### config.mk
export PLATFORM = sky130hd
export DESIGN_NAME = obbsat_axis_lane
export DESIGN_NICKNAME = d
export VERILOG_FILES = /design/src/rtl/obbsat_pkg.sv /design/src/rtl/obbsat_axis_lane.sv
export SDC_FILE = /design/constraint.sdc
export NUM_CORES = 2
export LEC_CHECK = 0
export BUFFER_PORTS_ARGS = -buffer_cell sky130_fd_sc_hd__buf_2
export CELL_PAD_IN_SITES_DETAIL_PLACEMENT = 0
export CELL_PAD_IN_SITES_GLOBAL_PLACEMENT = 1
export CORE_MARGIN = 2
export CORE_UTILIZATION = 35
export DETAILED_ROUTE_END_ITERATION = 10
export PLACE_DENSITY_LB_ADDON = 0.1
export SYNTH_ARGS = -nofsm -noshare
export SYNTH_HDL_FRONTEND = slang
export SYNTH_SLANG_ARGS = --single-unit
export TNS_END_PERCENT = 100
### constraint.sdc
create_clock -name clock -period 12.5 [get_ports clock]
set_clock_uncertainty 0.15 [all_clocks]
set_input_delay 3.125 -clock clock [delete_from_list [all_inputs] [get_ports clock]]
set_output_delay 3.125 -clock clock [all_outputs]
set_load 0.1 [all_outputs]
### src/rtl/obbsat_pkg.sv
// ----------------------------------------------------------------------------
// obbsat_pkg
// Shared constants for the oriented box separating axis test pipeline.
// ----------------------------------------------------------------------------
package obbsat_pkg;

   // Axis components are signed Q1.x words of fixed width.
   localparam int AXIS_WIDTH = 16;

   // Number of register stages from an accepted word to its result.
   localparam int PIPE_DEPTH = 7;

endpackage

### src/rtl/obbsat_axis_lane.sv
// ----------------------------------------------------------------------------
// obbsat_axis_lane
// Back half of one axis test: scales the other box's half lengths by the
// axis dot products, forms the reach and compares it with the projection.
// ----------------------------------------------------------------------------
module obbsat_axis_lane
   import obbsat_pkg::*;
#(
   parameter int COORD_WIDTH    = 24,
   parameter int AXIS_FRAC_BITS = 14
) (
   input  logic                                  clock,
   input  logic [COORD_WIDTH+AXIS_WIDTH+1:0]     proj_mag,
   input  logic [2*AXIS_WIDTH-1:0]               dot_e0,
   input  logic [2*AXIS_WIDTH-1:0]               dot_e1,
   input  logic [COORD_WIDTH-2:0]                own_half,
   input  logic [COORD_WIDTH-2:0]                oth_w,
   input  logic [COORD_WIDTH-2:0]                oth_h,
   output logic                                  sep
);

   localparam int HW   = COORD_WIDTH - 1;
   localparam int MW   = COORD_WIDTH + AXIS_WIDTH + 2;
   localparam int EW   = 2 * AXIS_WIDTH + HW;
   localparam int RW   = EW + 2;
   localparam int PSW  = MW + AXIS_FRAC_BITS;
   localparam int CMPW = (RW > PSW) ? RW : PSW;

   logic [EW-1:0]   e0_in;
   logic [EW-1:0]   e1_in;
   logic [EW-1:0]   e0_ff;
   logic [EW-1:0]   e1_ff;
   logic [HW-1:0]   own_ff;
   logic [MW-1:0]   proj_a_ff;
   logic [RW-1:0]   reach_in;
   logic [RW-1:0]   reach_ff;
   logic [MW-1:0]   proj_b_ff;
   logic            sep_in;
   logic            sep_ff;

   assign e0_in = dot_e0 * oth_w;
   assign e1_in = dot_e1 * oth_h;

   // The own half length is aligned to the extent scale of 2*frac bits.
   assign reach_in = (RW'(own_ff) << (2 * AXIS_FRAC_BITS))
                   + RW'(e0_ff) + RW'(e1_ff);

   assign sep_in = (CMPW'(proj_b_ff) << AXIS_FRAC_BITS) > CMPW'(reach_ff);

   always_ff @(posedge clock) begin
      e0_ff     <= e0_in;
      e1_ff     <= e1_in;
      own_ff    <= own_half;
      proj_a_ff <= proj_mag;
      reach_ff  <= reach_in;
      proj_b_ff <= proj_a_ff;
      sep_ff    <= sep_in;
   end

   assign sep = sep_ff;

endmodule

---- After elaboration in Yosys (flattened, before gate mapping) ----
Cells that the tools add are included.
W data, S select, Z words.
operators by class
  magnitude comparators ................... 1
  $add $sub $neg .......................... 2
  multiply operators ...................... 2
operators by type and width
  cell              number
  $mul A32 B23 Y55  2
  $add A56 B55 Y57  1
  $gt A56 B57 Y1    1
  $add A51 B55 Y56  1
word-level totals
  bits of input ports ..................... 176
  logic and storage cells ................. 12
  register bits after elaboration ......... 275
  output and inout port bits .............. 1

---- Depth between registers and ports, before layout ----
  depth in word-level cells ............... 2
  depth in mapped cells ................... 27
  depth with buffers taken out ............ 25

---- Least setup slack after synthesis ----
No wires, ideal clock.
  path kind ............................... in2reg
  from .................................... input port oth_h[8]
  to ...................................... register e1_ff[52]
  library setup time ...................... 134 ps
  data arrival time ....................... 9393 ps
  required time ........................... 12216 ps
  cell stages on the path ................. 25
  setup slack ............................. 2822 ps
  path buffers ............................ 2
  path through ............................ clkbuf_1 > nand2_1 > fa_1 > inv_1 > fa_1 > inv_1 > fa_1 > inv_1 > fa_1 > fa_1 > fa_1 > inv_1 > fa_1 > inv_1 > ha_1 > clkbuf_1 > a21oi_1 > o21bai_1 > a211o_1 > a21o_1 > a21o_1 > a211oi_1 > o2bb2ai_1 > mux2i_1 > or4_1
on the way
  longest elaborated chain between the ends .. 1
ends and longest elaborated chain
  item                  line                    text
  from (decl)           obbsat_axis_lane.sv:18  input logic [COORD_WIDTH-2:0] oth_h,
  $mul A32 B23 Y55      obbsat_axis_lane.sv:42  assign e1_in = dot_e1 * oth_h;
  via e1_in[52]         obbsat_axis_lane.sv:30  logic [EW-1:0] e1_in;
  to (signal assigned)  obbsat_axis_lane.sv:52  e1_ff <= e1_in;
  to (decl)             obbsat_axis_lane.sv:32  logic [EW-1:0] e1_ff;
The timed path passes the listed nets, and every way through them passes these cells.

---- Worst setup path after layout ----
  from .................................... input port oth_w[2]
  to ...................................... register e0_ff[46]
on the way
  longest elaborated chain between the ends .. 1
ends and longest elaborated chain
  item                  line                    text
  from (decl)           obbsat_axis_lane.sv:17  input logic [COORD_WIDTH-2:0] oth_w,
  $mul A32 B23 Y55      obbsat_axis_lane.sv:41  assign e0_in = dot_e0 * oth_w;
  via e0_in[46]         obbsat_axis_lane.sv:29  logic [EW-1:0] e0_in;
  to (signal assigned)  obbsat_axis_lane.sv:51  e0_ff <= e0_in;
  to (decl)             obbsat_axis_lane.sv:31  logic [EW-1:0] e0_ff;
The timed path passes the listed nets, and every way through them passes these cells.

==> impl_metrics.toml <==
[layout]
final_cell_area_um2 = 60900
syn_to_final_growth_pct = 5.62
nNetsFinal = 8150
drive_above_1_share_pct = 3.94

[drt]
wl_per_cell_um = 19.6
routed_wirelength_um = 165000
drt-vias-per-instance = 4.85
dr.first_iter.drc_count = 1874
detail-route-antenna-nets = 0
firstDrtPassIters = 8
num_vias = 40800
drc = 0

[logic_synthesis]
synth_compound_area_share_pct = 6.44
syn_inst = 6318
avgSynthCellArea_um2 = 9.13
synth_top_family_by_area = "adder cells"
syn_area_um2 = 57700
yosys-mux-area-fraction_pct = 0.0911
synth-seq-cells = 275
synth_most_common_cell = "inv_1"
yosys.area.top_type = "fa_1"
ys_warn_count = 0
ys_types = 77
synth_top_area_share_pct = 44.4
synth-simple-area-share_pct = 15.8
synth_fp_nets = 8262
synth_area_leaders = "fa_1, ha_1, dfxtp_1, inv_1, and2_1"
synthArstFlopShare_pct = 0
synth_top_flop_cell = "dfxtp_1"
synth_edf_count = 0
synth_xor_area_share_pct = 2.29
yosysSeqAreaShare_pct = 9.54
synth_fa_ha_area_share_pct = 55.0
synth_common_cells = "inv_1, fa_1, nand2_1, and2_1, ha_1"

[timing]
setup_tns_ps = 0
rsz0062_at_grt = "no"
period_share_pct = 82.1
fin_crit_ps = 10270
slew_headroom_pct = 30.2
drv_slew = 0
max_freq_mhz = 97.4
setup_viol = 0
worst_slew_pin_slew_ps = 1040
finalHoldViolations = 0

[floorplanning]
core-area_um2 = 163000
die_h_um = 410
die_w_um = 410
io_pins = 177
dieArea_um2 = 168000
start_util_pct = 35.4
num_rows = 148

[global_route]
grt_max_degree = 33
grt-ovfl-total = 0
antenna_found_initial = 6
grtUsageTotal_pct = 20.3
grt_pass1_vias = 45500
grt_pass1_wl_um = 265000

[critical_path]
crit_path_max_incr_delay_ps = 760
ff2ff_path_depth = 11
critPathMaxFanout = 32
path_cells = "buf_2, nand2_1, fa_1, fa_1, fa_1, fa_1, inv_1, fa_1, fa_1, inv_1, fa_1, inv_1, ha_1, and2_1, nand4_1, o211ai_1, a31oi_1, o41ai_2, a21oi_1, o21bai_1, xnor2_1"
crit_arrival_ps = 10580
endpoint_kind = "register"
worstSetupPathType = "primary input to register"
path_common_cell = "fa_1"
start_kind = "primary input"
crit_required_ps = 12810
cpMaxStageDelayCell = "o41ai_2"

[place]
place.gp.congestion = 0.829
portBuffers = 176
placed_area_um2 = 60100
dp_hpwl_um = 134000

[min_path]
hp-class = "register to register"
worstHoldPathCells = 0

[clock_tree]
cts_buffers = 23
cts_root_buf = "clkbuf_16"
clk_latency_ps = 540
postCtsHoldBufs = 0
cts_setup_buffers = 0
cts_sinks = 275
htreeDepth = 1
clk_pin_slew_ps = 70
tritoncts = "yes"
ctsResizeCount = 0
clk_path_buf_depth = 3

[job]
max_cap_violations = 0

[outcome]
status = "finished clean"
[worst max-delay path, delay by kind of cell]
kind,cells,cell delay [ps]
AND/OR/NAND/NOR,3,600
buffers and inverters,4,740
AO/OA/AOI/OAI,5,1990
adder cells (fa/ha/maj),8,3940
XOR/XNOR,1,130
[placed cells by master (no fill, tap or decap), drive strengths merged, types with 7 or more instances in the layout]
| cell | instances |
|---|---|
| o21ai | 106 |
| fa | 1278 |
| nand4 | 48 |
| nand3 | 25 |
| a221oi | 7 |
| xor2 | 58 |
| buf | 180 |
| o21a | 19 |
| a211oi | 16 |
| and2 | 634 |
| nand2 | 965 |
| a311oi | 8 |
| dfxtp | 275 |
| a31oi | 28 |
| or3 | 7 |
| ha | 490 |
| nor2 | 87 |
| o31ai | 8 |
| nor2b | 19 |
| a21o | 118 |
| xnor2 | 93 |
| clkbuf | 28 |
| inv | 1355 |
| nor3 | 26 |
| nand2b | 10 |
| a21oi | 176 |
| o211ai | 18 |
| and3 | 21 |
| o21bai | 20 |
[through the flow]
stage,util [%],instances,hold slack (ps),setup slack (ps)
3_3_place_gp,36.9,8356,162,1780
5_1_grt,37.3,8398,177,1840
4_1_cts,37.3,8397,178,2250
2_1_floorplan,-,6318,160,2820
6_report,37.3,8403,177,2230
3_5_place_dp,36.9,8356,162,1680
[worst paths after layout]
check                          end                   from  slack [ps]
max              e0_ff[46]$_DFF_P_               oth_w[2]        2230
min          proj_b_ff[33]$_DFF_P_  proj_a_ff[33]$_DFF_P_         180
max reg2reg   reach_ff[50]$_DFF_P_      own_ff[1]$_DFF_P_        8070
min reg2reg  proj_b_ff[33]$_DFF_P_  proj_a_ff[33]$_DFF_P_         180
[area by class of cell]
class | instances | area [µm²]
fillers | 16700 | 102000
multi-input cells | 4373 | 45900
flip-flops and latches | 275 | 5510
inverters | 1353 | 5080
well taps | 2175 | 2720
repair buffers | 180 | 911
clock buffers | 28 | 604
clock inverters | 13 | 183
diodes | 6 | 15.0
[flip-flops by register name (all words and copies together) (netlist names)]
signal and flops:
sep 1, own_ff 23, e0_ff 55, e1_ff 55, reach_ff 57, proj_a_ff 42
proj_b_ff 42
[layer usage]
layer | wire (µm) | global-route usage, % | vias up
li1 | - | - | 18600
met1 | 74000 | 27.6 | 21300
met2 | 82400 | 35.7 | 689
met3 | 5110 | 1.69 | 143
met4 | 3240 | 3.50 | 0
met5 | 0 | 0 | -
[cell families (layout without fill, tap and decap cells)]
kind of cell | count (synthesis) | after routing
compound gates | 573 | 573
xor+xnor | 151 | 151
fa+ha+maj | 1768 | 1768
buf+inv | 1670 | 1574
flops | 275 | 275
mux | 5 | 5
other cells | 0 | 6
simple gates | 1876 | 1876
Power is left out: the tool's default activity adds up to more than one toggle a clock period on the data nets, which glitch-free logic cannot reach.
